**config.mk**
```make
export PLATFORM = sky130hd
export DESIGN_NAME = wildcard_byte_pattern_scan
export DESIGN_NICKNAME = d
export VERILOG_FILES = /design/src/rtl/wbps_pkg.sv /design/src/rtl/wildcard_byte_pattern_scan.sv
export SDC_FILE = /design/constraint.sdc
export NUM_CORES = 1
export LEC_CHECK = 0
export ABC_AREA = 1
export BUFFER_PORTS_ARGS = -buffer_cell sky130_fd_sc_hd__buf_2
export CORE_MARGIN = 2
export CORE_UTILIZATION = 45
export CTS_BUF_LIST = sky130_fd_sc_hd__clkbuf_8
export CTS_CLUSTER_SIZE = 14
export DETAILED_ROUTE_END_ITERATION = 12
export SLEW_MARGIN = 20
export SYNTH_ARGS = -nofsm -noshare
export SYNTH_HDL_FRONTEND = slang
export SYNTH_SLANG_ARGS = --single-unit
```
**constraint.sdc**
```tcl
create_clock -name clock -period 9.9 [get_ports clock]
set_input_delay 0.495 -clock clock [delete_from_list [all_inputs] [get_ports clock]]
set_output_delay 0.495 -clock clock [all_outputs]
set_load 0.05 [all_outputs]
```
**src/rtl/wbps_pkg.sv**
```systemverilog
// shared constants for the wildcard byte pattern scan block
package wbps_pkg;

   localparam int DEF_MAX_PATTERN_BYTES = 16;

   localparam int BYTE_W       = 8;
   localparam int POS_W        = 32;
   localparam int ADDR_W       = 64;
   localparam int CSR_DATA_W   = 64;
   localparam int CSR_IDX_W    = 3;
   localparam int CARE_W       = 16;
   localparam int LEN_W        = 5;
   localparam int PATTERN_W    = 128;
   localparam int REQ_TDATA_W  = 8;
   localparam int RSP_TDATA_W  = POS_W + ADDR_W;

   localparam logic [CSR_IDX_W-1:0] CSR_PATTERN_LOW  = 3'd0;
   localparam logic [CSR_IDX_W-1:0] CSR_PATTERN_HIGH = 3'd1;
   localparam logic [CSR_IDX_W-1:0] CSR_CARE_MASK    = 3'd2;
   localparam logic [CSR_IDX_W-1:0] CSR_PATTERN_LEN  = 3'd3;
   localparam logic [CSR_IDX_W-1:0] CSR_BASE_ADDR    = 3'd4;

   localparam logic [CARE_W-1:0] CARE_RESET = 16'hFFFF;
   localparam logic [LEN_W-1:0]  LEN_RESET  = 5'd1;

endpackage

```
**src/rtl/wildcard_byte_pattern_scan.sv**
```systemverilog
// top level: streaming wildcard byte signature search with shift-and matching
//
//  channel | direction | tdata (low bit up)                   | side bands
//  --------+-----------+--------------------------------------+----------------------
//  req_    | in        | data_byte[7:0]                       | tlast = last_byte
//  rsp_    | out       | match_offset[31:0], match_address    | tuser = found
//  csr_    | in        | csr_wdata: register value            | csr_we, csr_index
//
//  one byte is taken per cycle while req_tready is high; the compare against all
//  pattern bytes and the partial-match shift finish in the cycle of the transaction
//  a result is registered into the output register, or into the skid slot if rsp_ stalls
//  an output register plus one skid slot hold results; req_tready falls only
//  while both are full
//  reset clears the scan state and result valid flags and loads the register reset values
module wildcard_byte_pattern_scan #(
   parameter int MaxPatternBytes = wbps_pkg::DEF_MAX_PATTERN_BYTES
) (
   input  logic                               clock,
   input  logic                               reset,
   input  logic                               req_tvalid,
   output logic                               req_tready,
   input  logic [wbps_pkg::REQ_TDATA_W-1:0]   req_tdata,   // data_byte
   input  logic                               req_tlast,
   output logic                               rsp_tvalid,
   input  logic                               rsp_tready,
   output logic [wbps_pkg::RSP_TDATA_W-1:0]   rsp_tdata,   // match_offset, match_address
   output logic [0:0]                         rsp_tuser,   // found
   input  logic                               csr_we,
   input  logic [wbps_pkg::CSR_IDX_W-1:0]     csr_index,
   input  logic [wbps_pkg::CSR_DATA_W-1:0]    csr_wdata
);
   import wbps_pkg::*;

   localparam int P      = MaxPatternBytes;
   localparam int LIDX_W = (P > 1) ? $clog2(P) : 1;
   localparam logic [LEN_W-1:0] LEN_MAX = LEN_W'(P);

   // configuration registers
   logic [63:0]       pat_low_ff, pat_high_ff, base_ff;
   logic [CARE_W-1:0] care_ff;
   logic [LEN_W-1:0]  len_ff;

   // scan state
   logic [P-1:0]      pmv_ff, pmv_in;
   logic [POS_W-1:0]  pos_ff, pos_in;
   logic              reported_ff, reported_in;

   // output register and skid slot
   logic              out_valid_ff, out_valid_in;
   logic              out_found_ff, out_found_in;
   logic [POS_W-1:0]  out_off_ff, out_off_in;
   logic [ADDR_W-1:0] out_addr_ff, out_addr_in;
   logic              skid_valid_ff, skid_valid_in;
   logic              skid_found_ff, skid_found_in;
   logic [POS_W-1:0]  skid_off_ff, skid_off_in;
   logic [ADDR_W-1:0] skid_addr_ff, skid_addr_in;

   logic                 accept;
   logic [BYTE_W-1:0]    data_byte;
   logic [PATTERN_W-1:0] pattern;
   logic [LEN_W-1:0]     len_eff;
   logic [LIDX_W-1:0]    len_idx;
   logic [P-1:0]         hit;
   logic [P-1:0]         pmv_step;
   logic                 match_done;
   logic [POS_W-1:0]     match_off;
   logic                 new_valid;
   logic                 new_found;
   logic [POS_W-1:0]     new_off;
   logic [ADDR_W-1:0]    new_addr;

   assign accept    = req_tvalid & req_tready;
   assign data_byte = req_tdata[BYTE_W-1:0];
   assign pattern   = {pat_high_ff, pat_low_ff};

   always_comb begin
      priority if (len_ff == '0) begin
         len_eff = LEN_W'(1);
      end else if (len_ff > LEN_MAX) begin
         len_eff = LEN_MAX;
      end else begin
         len_eff = len_ff;
      end
   end

   assign len_idx = LIDX_W'(len_eff - LEN_W'(1));

   // per-position compare, wildcard where care bit is clear, off beyond length
   for (genvar i = 0; i < P; i++) begin : g_cmp
      assign hit[i] = (LEN_W'(i) < len_eff) &&
                      (!care_ff[i] || (pattern[8*i +: 8] == data_byte));
   end

   assign pmv_step   = ((pmv_ff << 1) | P'(1)) & hit;
   assign match_done = pmv_step[len_idx];
   assign match_off  = pos_ff - POS_W'(len_eff - LEN_W'(1));

   assign new_valid = accept && !reported_ff && (match_done || req_tlast);
   assign new_found = match_done;
   assign new_off   = match_done ? match_off : '0;
   assign new_addr  = match_done ? (base_ff + ADDR_W'(match_off)) : '0;

   always_comb begin
      pmv_in      = pmv_ff;
      pos_in      = pos_ff;
      reported_in = reported_ff;
      if (accept) begin
         if (!reported_ff) begin
            pmv_in      = pmv_step;
            pos_in      = pos_ff + POS_W'(1);
            reported_in = match_done;
         end
         // end of range starts a fresh scan
         if (req_tlast) begin
            pmv_in      = '0;
            pos_in      = '0;
            reported_in = 1'b0;
         end
      end
   end

   always_comb begin
      out_valid_in  = out_valid_ff;
      out_found_in  = out_found_ff;
      out_off_in    = out_off_ff;
      out_addr_in   = out_addr_ff;
      skid_valid_in = skid_valid_ff;
      skid_found_in = skid_found_ff;
      skid_off_in   = skid_off_ff;
      skid_addr_in  = skid_addr_ff;
      if (out_valid_ff && !rsp_tready) begin
         if (new_valid) begin
            skid_valid_in = 1'b1;
            skid_found_in = new_found;
            skid_off_in   = new_off;
            skid_addr_in  = new_addr;
         end
      end else if (skid_valid_ff) begin
         // no transaction on req_ while the skid slot is full
         out_valid_in  = 1'b1;
         out_found_in  = skid_found_ff;
         out_off_in    = skid_off_ff;
         out_addr_in   = skid_addr_ff;
         skid_valid_in = 1'b0;
      end else begin
         out_valid_in = new_valid;
         out_found_in = new_found;
         out_off_in   = new_off;
         out_addr_in  = new_addr;
      end
   end

   always_ff @(posedge clock) begin
      if (reset) begin
         pat_low_ff  <= '0;
         pat_high_ff <= '0;
         care_ff     <= CARE_RESET;
         len_ff      <= LEN_RESET;
         base_ff     <= '0;
      end else if (csr_we) begin
         unique case (csr_index)
            CSR_PATTERN_LOW:  pat_low_ff  <= csr_wdata;
            CSR_PATTERN_HIGH: pat_high_ff <= csr_wdata;
            CSR_CARE_MASK:    care_ff     <= csr_wdata[CARE_W-1:0];
            CSR_PATTERN_LEN:  len_ff      <= csr_wdata[LEN_W-1:0];
            CSR_BASE_ADDR:    base_ff     <= csr_wdata;
            default: begin
            end
         endcase
      end
   end

   always_ff @(posedge clock) begin
      if (reset) begin
         pmv_ff        <= '0;
         pos_ff        <= '0;
         reported_ff   <= 1'b0;
         out_valid_ff  <= 1'b0;
         skid_valid_ff <= 1'b0;
      end else begin
         pmv_ff        <= pmv_in;
         pos_ff        <= pos_in;
         reported_ff   <= reported_in;
         out_valid_ff  <= out_valid_in;
         skid_valid_ff <= skid_valid_in;
      end
   end

   always_ff @(posedge clock) begin
      out_found_ff  <= out_found_in;
      out_off_ff    <= out_off_in;
      out_addr_ff   <= out_addr_in;
      skid_found_ff <= skid_found_in;
      skid_off_ff   <= skid_off_in;
      skid_addr_ff  <= skid_addr_in;
   end

   assign req_tready = !skid_valid_ff;
   assign rsp_tvalid = out_valid_ff;
   assign rsp_tdata  = {out_addr_ff, out_off_ff};
   assign rsp_tuser  = out_found_ff;

endmodule

```
==> summary.md, run 1 <==
| Metric | Value |
|---|---|
| Status | `finished clean` |
| Post-synth EDFFs | `194` |
| Critical path startpoint category | `flip-flop` |
| Die ar. | `56870 um^2` |
| Reg-to-reg startpoint | `len_ff[2]$_SDFFE_PP0P_` |
| Drt via density | `5.366` |
| Worst-Margin Slew | `964.0 ps` |
| HPWL after DPL | `62550 um` |
| TritonCTS Sinks | `457` |
| RR Endpoint | `out_addr_ff[62]$_DFFE_PN_` |
| Core ar. | `54130 um^2` |
| Seq cells post-synth | `457` |
| Worst VDD drop | `0.1026 mV` |
| I/O pin cnt | `180` |
| Post-CTS Setup Bufs | `0` |
| Number of DRC markers in iteration 0 | `1957` |
| Slowest stage cell on the critical path | `a21oi_1` |
| Clock Tree Buf Depth | `3` |
| Nets | `3618` |
| Worst-Skew Late Latency | `670 ps` |
| Post-synth top flop | `dfxtp_1` |
| Post-synthesis cell type count | `53` |
| First-pass GRT wire length | `126400 um` |
| Cts bufs inserted | `83` |
| DRC viols | `0` |
| Vias in the first global route | `21340` |
| Initial core utilization | `45.70%` |
| Worst path max stage delay | `720 ps` |
| Storage cell area | `11090 um^2` |
| Synth Area in XOR/XNOR | `5.912%` |
| Drt wl/cell | `19.82 um` |
| Comb power frac | `17.6%` |
| End point of the worst hold path | `pat_low_ff[63]$_SDFFE_PP0P_` |
| Placer Congestion | `1.018` |
| Hold Crit Class | `in -> reg` |
| Fraction of the mapped netlist area in adder cells | `3.854%` |
| Fill cell count | `5275` |
| Multi-input gate area in the final layout | `12080 um^2` |
| Reg power frac | `45.1%` |
| Yosys warns | `0` |
| R2R cell count | `33` |
| CTS clk-pin slew, worst paths | `60 ps` |
| Main combinational cell family by area after synthesis | `simple AND/OR/NAND/NOR gates` |
| Overflow after GRT | `0` |
| Final Setup Violations | `0` |
| CP Class | `reg -> reg` |
| Sw Share | `32.00%` |
| Min Clock Period, post-route | `6400 ps` |
| Slew Limit Fails | `0` |
| Crit end category | `flip-flop` |
| Die X | `238.5 um` |
| Final Skew | `37.33 ps` |
| Htree depth | `3` |
| Asr flop ratio synth | `0%` |
| R2R Setup Slk | `3500 ps` |
| Via count | `22680` |
| P_sw | `1.516 mW` |
| Setup_tns | `0 ps` |
| Clk network pwr share | `37.3%` |
| RSZ-0062 raised after global routing | `false` |
| Root Buffer | `clkbuf_8` |
| GRT Util Overall | `29.16%` |
| Area post-placement | `26120 um^2` |
| Ranking of synthesized cells by area | `edfxtp_1, dfxtp_1, nand2_1` |
| Endpoints failing hold | `0` |
| I/O Buffers | `179` |
| Die height | `238.5 um` |
| Max Cap Viol | `0` |
| DR pass1 iterations | `5` |
| # rows | `85` |
| Worst Min Path Start | `csr_wdata[63]` |
| Crit path DAT | `6820 ps` |
| Wirelength, routed | `83770 um` |
| Synthesized area | `24740 um^2` |
| CTS tree | `built` |
| Compound-Gate Fraction of Synth Area | `10.76%` |
| Initial antenna violation count | `6` |
| Max Freq | `156.3 MHz` |
| Synth top area share | `23.55%` |
| Multiplexer area fraction after synthesis | `0%` |
| Commonest cells post-synth | `nand2_1, nor2_1, inv_1` |
| Crit path required time | `10320 ps` |
| Worst rel slew slack | `35.73%` |
| Register area share after synthesis | `44.83%` |
| Most used cell, CP | `nand2_1` |
| Design area | `27750 um^2` |
| Leak | `12.20 nW` |
| Count leader, synth | `nand2_1` |
| Hold path cells | `3` |
| Post-CTS Resized | `0` |
| Area Growth Syn to Fin | `12.18%` |
| Cell Int Power | `3.222 mW` |
| Synth Instances | `3277` |
| Final period util | `64.64%` |
| Layout cells sized above 1 | `11.00%` |
| Pwr Density | `170.7 nW/um^2` |
| Average cell area after synthesis | `7.549 um^2` |
| Cts hold-fix bufs | `0` |
| Antenna viol nets, final | `0` |
| Largest net degree at the start of global routing | `91` |
| Synth Area in Simple Gates | `27.76%` |
| Yosys top cell by area | `edfxtp_1` |
| Critical Path Fanout Max | `11` |
| Critical Path Source | `len_ff[2]$_SDFFE_PP0P_` |
-- routing by layer --
metal	wire length [um]	GRT usage [%]
met1	39930	43.29
met2	35840	43.73
met3	6163	4.431
met4	1821	8.485
met5	13	0
-- worst max-delay path: cells and delay by family, from the launching register on --
family	cells	cell delay (ps)
buf+inv	5	610
flops	1	320
compound gates	4	1520
xor+xnor	1	270
fa+ha+maj	3	1020
simple gates	20	2420
-- cell usage in the layout, fill, tap and decap left out, types with 13 or more instances in the layout --
cell type,instances
dfxtp_1,262
edfxtp_1,194
buf_2,179
nor4_1,25
buf_4,13
ha_1,73
nor3_1,46
nor2_2,32
nand4_1,38
clkbuf_8,96
xnor2_1,124
inv_1,302
nand2_1,785
o21ai_0,271
conb_1,31
xor2_1,43
a21oi_1,179
nor2_1,562
nand3_1,134
or2_2,16
-- worst max-delay path by stage --
stage | end | slack [ps] | depth (start not counted)
4_1_cts | out_addr_ff[36]$_DFFE_PN_ | 3610 | 32
3_5_place_dp | out_addr_ff[36]$_DFFE_PN_ | 3610 | 32
3_3_place_gp | out_addr_ff[44]$_DFFE_PN_ | 3700 | 31
6_report | out_addr_ff[62]$_DFFE_PN_ | 3500 | 33
5_1_grt | out_addr_ff[36]$_DFFE_PN_ | 2970 | 31
2_1_floorplan | skid_addr_ff[0]$_DFFE_PP_ | 2800 | 4
-- logic make-up (layout without fill, tap and decap cells) --
| kind of cell | count (synthesis) | in the layout |
|---|---|---|
| AO/OA/AOI/OAI | 504 | 504 |
| XOR/XNOR | 167 | 167 |
| adder cells (fa/ha/maj) | 75 | 75 |
| buffers and inverters | 407 | 626 |
| flip-flops | 457 | 457 |
| other | 1 | 36 |
| AND/OR/NAND/NOR | 1666 | 1666 |
-- registers in the layout, summed over array words and instances, names as in the netlist --
register and count:
out_off_ff 32, pos_ff 32, rsp_tuser 1, care_ff 16
pmv_ff 15, pat_high_ff 64, pat_low_ff 64, skid_off_ff 32
out_addr_ff 64, rsp_tvalid 1, reported_ff 1, skid_valid_ff 1
skid_addr_ff 64, len_ff 5, base_ff 64, skid_found_ff 1
-- power groups by stage --
stage / Clock (mW) / Combinational [mW] / Sequential (mW)
2_1_floorplan: 0 / 0.379 / 2.39
3_3_place_gp: 0 / 0.827 / 2.17
3_5_place_dp: 0 / 0.831 / 2.18
4_1_cts: 1.81 / 0.834 / 2.14
5_1_grt: 1.89 / 0.899 / 2.15
6_report: 1.77 / 0.835 / 2.14
-- through the flow --
| step | setup slack [ps] | instances | util, % | hold slack [ps] | total power, mW |
|---|---|---|---|---|---|
| final | 3500 | 4227 | 51.27 | 93.20 | 4.739 |
| after global placement | 3698 | 4073 | 48.25 | 437.3 | 3.000 |
| after detailed placement | 3614 | 4073 | 48.25 | 442.7 | 3.007 |
| after global routing | 2968 | 4227 | 51.27 | 86.43 | 4.935 |
| after floorplan | 2805 | 3307 | - | 429.2 | 2.773 |
| after CTS | 3608 | 4222 | 51.24 | 44.16 | 4.777 |
-- cell type report --
class	count	share of cell area [%]
clock buffers	96	4.761
multi-input cells	2443	43.54
repair buffers	192	3.580
clock inverters	53	1.069
inverters	285	3.891
well taps	696	3.138
diodes	5	0.04509
flip-flops and latches	457	39.98
Note: power is estimated with default switching activity, not from simulation.
==> run 2: changes to the inputs <==
==> constraint.sdc (replaced) <==
create_clock -name clock -period 6.3 [get_ports clock]
set_input_delay 0.315 -clock clock [delete_from_list [all_inputs] [get_ports clock]]
set_output_delay 0.315 -clock clock [all_outputs]
set_load 0.05 [all_outputs]
==> summary.md, run 2 (same netlist as run 1, synthesis figures left out) <==
| Metric | Value |
|---|---|
| Final Skew | `31.47 ps (-5.865 ps)` |
| Dpl cells | `4091 (+0.44%)` |
| Number of DRC markers in iteration 0 | `1918 (-2.0%)` |
| Wirelength, routed | `84150 um (+0.45%)` |
| First-pass GRT wire length | `126300 um (-0.11%)` |
| Core ar. | `54130 um^2 (unchanged)` |
| Placer Congestion | `0.9687 (-4.9%)` |
| DRC viols | `0 (unchanged)` |
| Non-Filler Instances | `4301 (+1.8%)` |
| Commonest cells after routing, fill and taps aside | `nand2_1, nor2_1, inv_1` |
| Worst VDD drop | `0.1781 mV (+74%)` |
| Worst rel slew slack | `39.00% (+3.3 points)` |
| TritonCTS Sinks | `457 (unchanged)` |
| Max Cap Viol | `0 (unchanged)` |
| Fill cell count | `5262 (-0.25%)` |
| Crit end category | `flip-flop` |
| Endpoints failing hold | `0 (unchanged)` |
| Worst path max stage delay | `420 ps (-300 ps)` |
| Min Clock Period, post-route | `5766 ps (-634.1 ps)` |
| Via count | `22910 (+1.0%)` |
| Initial antenna violation count | `2 (-4)` |
| Drt via density | `5.327 (-0.72%)` |
| Layout cells sized above 1 | `11.27% (+0.26 points)` |
| Worst-Margin Slew | `906.6 ps (-57.46 ps)` |
| Max Freq | `173.4 MHz (+11%)` |
| Storage cell area | `11100 um^2 (about the same)` |
| Antenna viol nets, final | `0 (unchanged)` |
| Drt wl/cell | `19.56 um (-1.3%)` |
| Final period util | `91.52% (+27 points)` |
| Critical Path Fanout Max | `11 (unchanged)` |
| R2R Setup Slk | `530 ps (-2970 ps)` |
| # rows | `85 (unchanged)` |
| Hold Crit Class | `in -> reg` |
| Pre-CTS setup slack | `510.7 ps (-3104 ps)` |
| Most common cell after layout, fill and taps aside | `nand2_1` |
| Hold slack final | `56.25 ps (-36.95 ps)` |
| Status | `finished clean` |
| Die ar. | `56870 um^2 (unchanged)` |
| Multi-input gate area in the final layout | `12100 um^2 (+0.17%)` |
| Leak | `12.51 nW (+2.6%)` |
| Cts bufs inserted | `82 (-1.2%)` |
| Largest net degree at the start of global routing | `102 (+12%)` |
| Die X | `238.5 um (unchanged)` |
| Die height | `238.5 um (unchanged)` |
| Most used cell, CP | `nand2_1` |
| Critical path startpoint category | `flip-flop` |
| Final Setup Violations | `0 (unchanged)` |
| Setup_tns | `0 ps (unchanged)` |
| Area Growth Syn to Fin | `15.08%` |
| Crit path DAT | `6190 ps (-630 ps)` |
| CTS clk-pin slew, worst paths | `60 ps (about the same)` |
| Slew Limit Fails | `0 (unchanged)` |
| RSZ-0062 raised after global routing | `false` |
| Initial core utilization | `45.70% (unchanged)` |
| HPWL after DPL | `61530 um (-1.6%)` |
| Crit path required time | `6730 ps (-3590 ps)` |
| Worst-Skew Late Latency | `700 ps (+30 ps)` |
| I/O Buffers | `179 (unchanged)` |
| Overflow after GRT | `0 (unchanged)` |
| DR pass1 iterations | `6 (+1)` |
| GRT Util Overall | `29.11% (-0.045 points)` |
| Pwr Density | `258.1 nW/um^2 (+51%)` |
| CTS tree | `built` |
| I/O pin cnt | `180 (unchanged)` |
| Slowest stage cell on the critical path | `ha_1` |
| Final setup margin | `534.2 ps (-2966 ps)` |
| Vias in the first global route | `21390 (+0.21%)` |
| Nets | `3702 (+2.3%)` |
| Clock Tree Buf Depth | `3 (unchanged)` |
| Root Buffer | `clkbuf_8` |
| CP Class | `reg -> reg` |
| Htree depth | `3 (unchanged)` |
-- run 2: area by class of cell --
| type | instances | share of cell area [%] |
|---|---|---|
| antenna | 2 | 0.01758 |
| clock buffer | 91 | 4.399 |
| clock inverter | 50 | 0.8790 |
| inverter | 285 | 3.797 |
| multi-input combinational | 2443 | 42.51 |
| sequential | 457 | 38.98 |
| tap | 696 | 3.059 |
| timing repair buffer | 277 | 6.355 |
-- run 2: stage by stage --
stage	area, um^2	util [%]	total power, mW
2_1_floorplan	24870	-	4.357
6_report	28470	52.59	7.349
4_1_cts	28440	52.55	7.396
5_1_grt	28470	52.59	7.669
3_3_place_gp	26280	48.55	4.726
3_5_place_dp	26280	48.55	4.734
-- run 2: final timing paths --
kind | from | endpoint | depth (start not counted)
max | len_ff[1]$_SDFFE_PP0P_ | out_addr_ff[43]$_DFFE_PN_ | 32
min | csr_index[0] | len_ff[0]$_SDFFE_PP1P_ | 4
max reg2reg | len_ff[1]$_SDFFE_PP0P_ | out_addr_ff[43]$_DFFE_PN_ | 32
min reg2reg | care_ff[12]$_SDFFE_PP1P_ | care_ff[12]$_SDFFE_PP1P_ | 2
-- run 2: layer usage --
metal	global-route usage (%)	vias up	wire (um)
li1	-	11180	-
met1	42.92	10860	40880
met2	43.59	740	35960
met3	4.674	133	5023
met4	8.977	0	2290
met5	0	-	0
-- run 2: what timing repair did --
item                       CTS  global route
hold buffers                66             0
hold endpoints to repair   191             0
setup endpoints to repair    0            24
resized for setup            0             4
buffers inserted             0             1
-- run 2: worst max-delay path, delay by kind of cell (launching register included) --
family                     cells  cell delay [ps]
buffers and inverters          6              790
and+or+nand+nor               18             2210
DFF                            1              410
adders and majority gates      3             1130
xor gates and xnor gates       2              470
AOI/OAI and AO/OA              3              500
-- run 2: where the power goes --
part           internal, mW  leakage (nW)  total [mW]  switching [mW]
registers              3.28          4.16        3.36          0.0771
clock network          1.33         0.871        2.63            1.30
logic                 0.342          7.48        1.36            1.02
total                  4.95          12.5        7.35            2.40
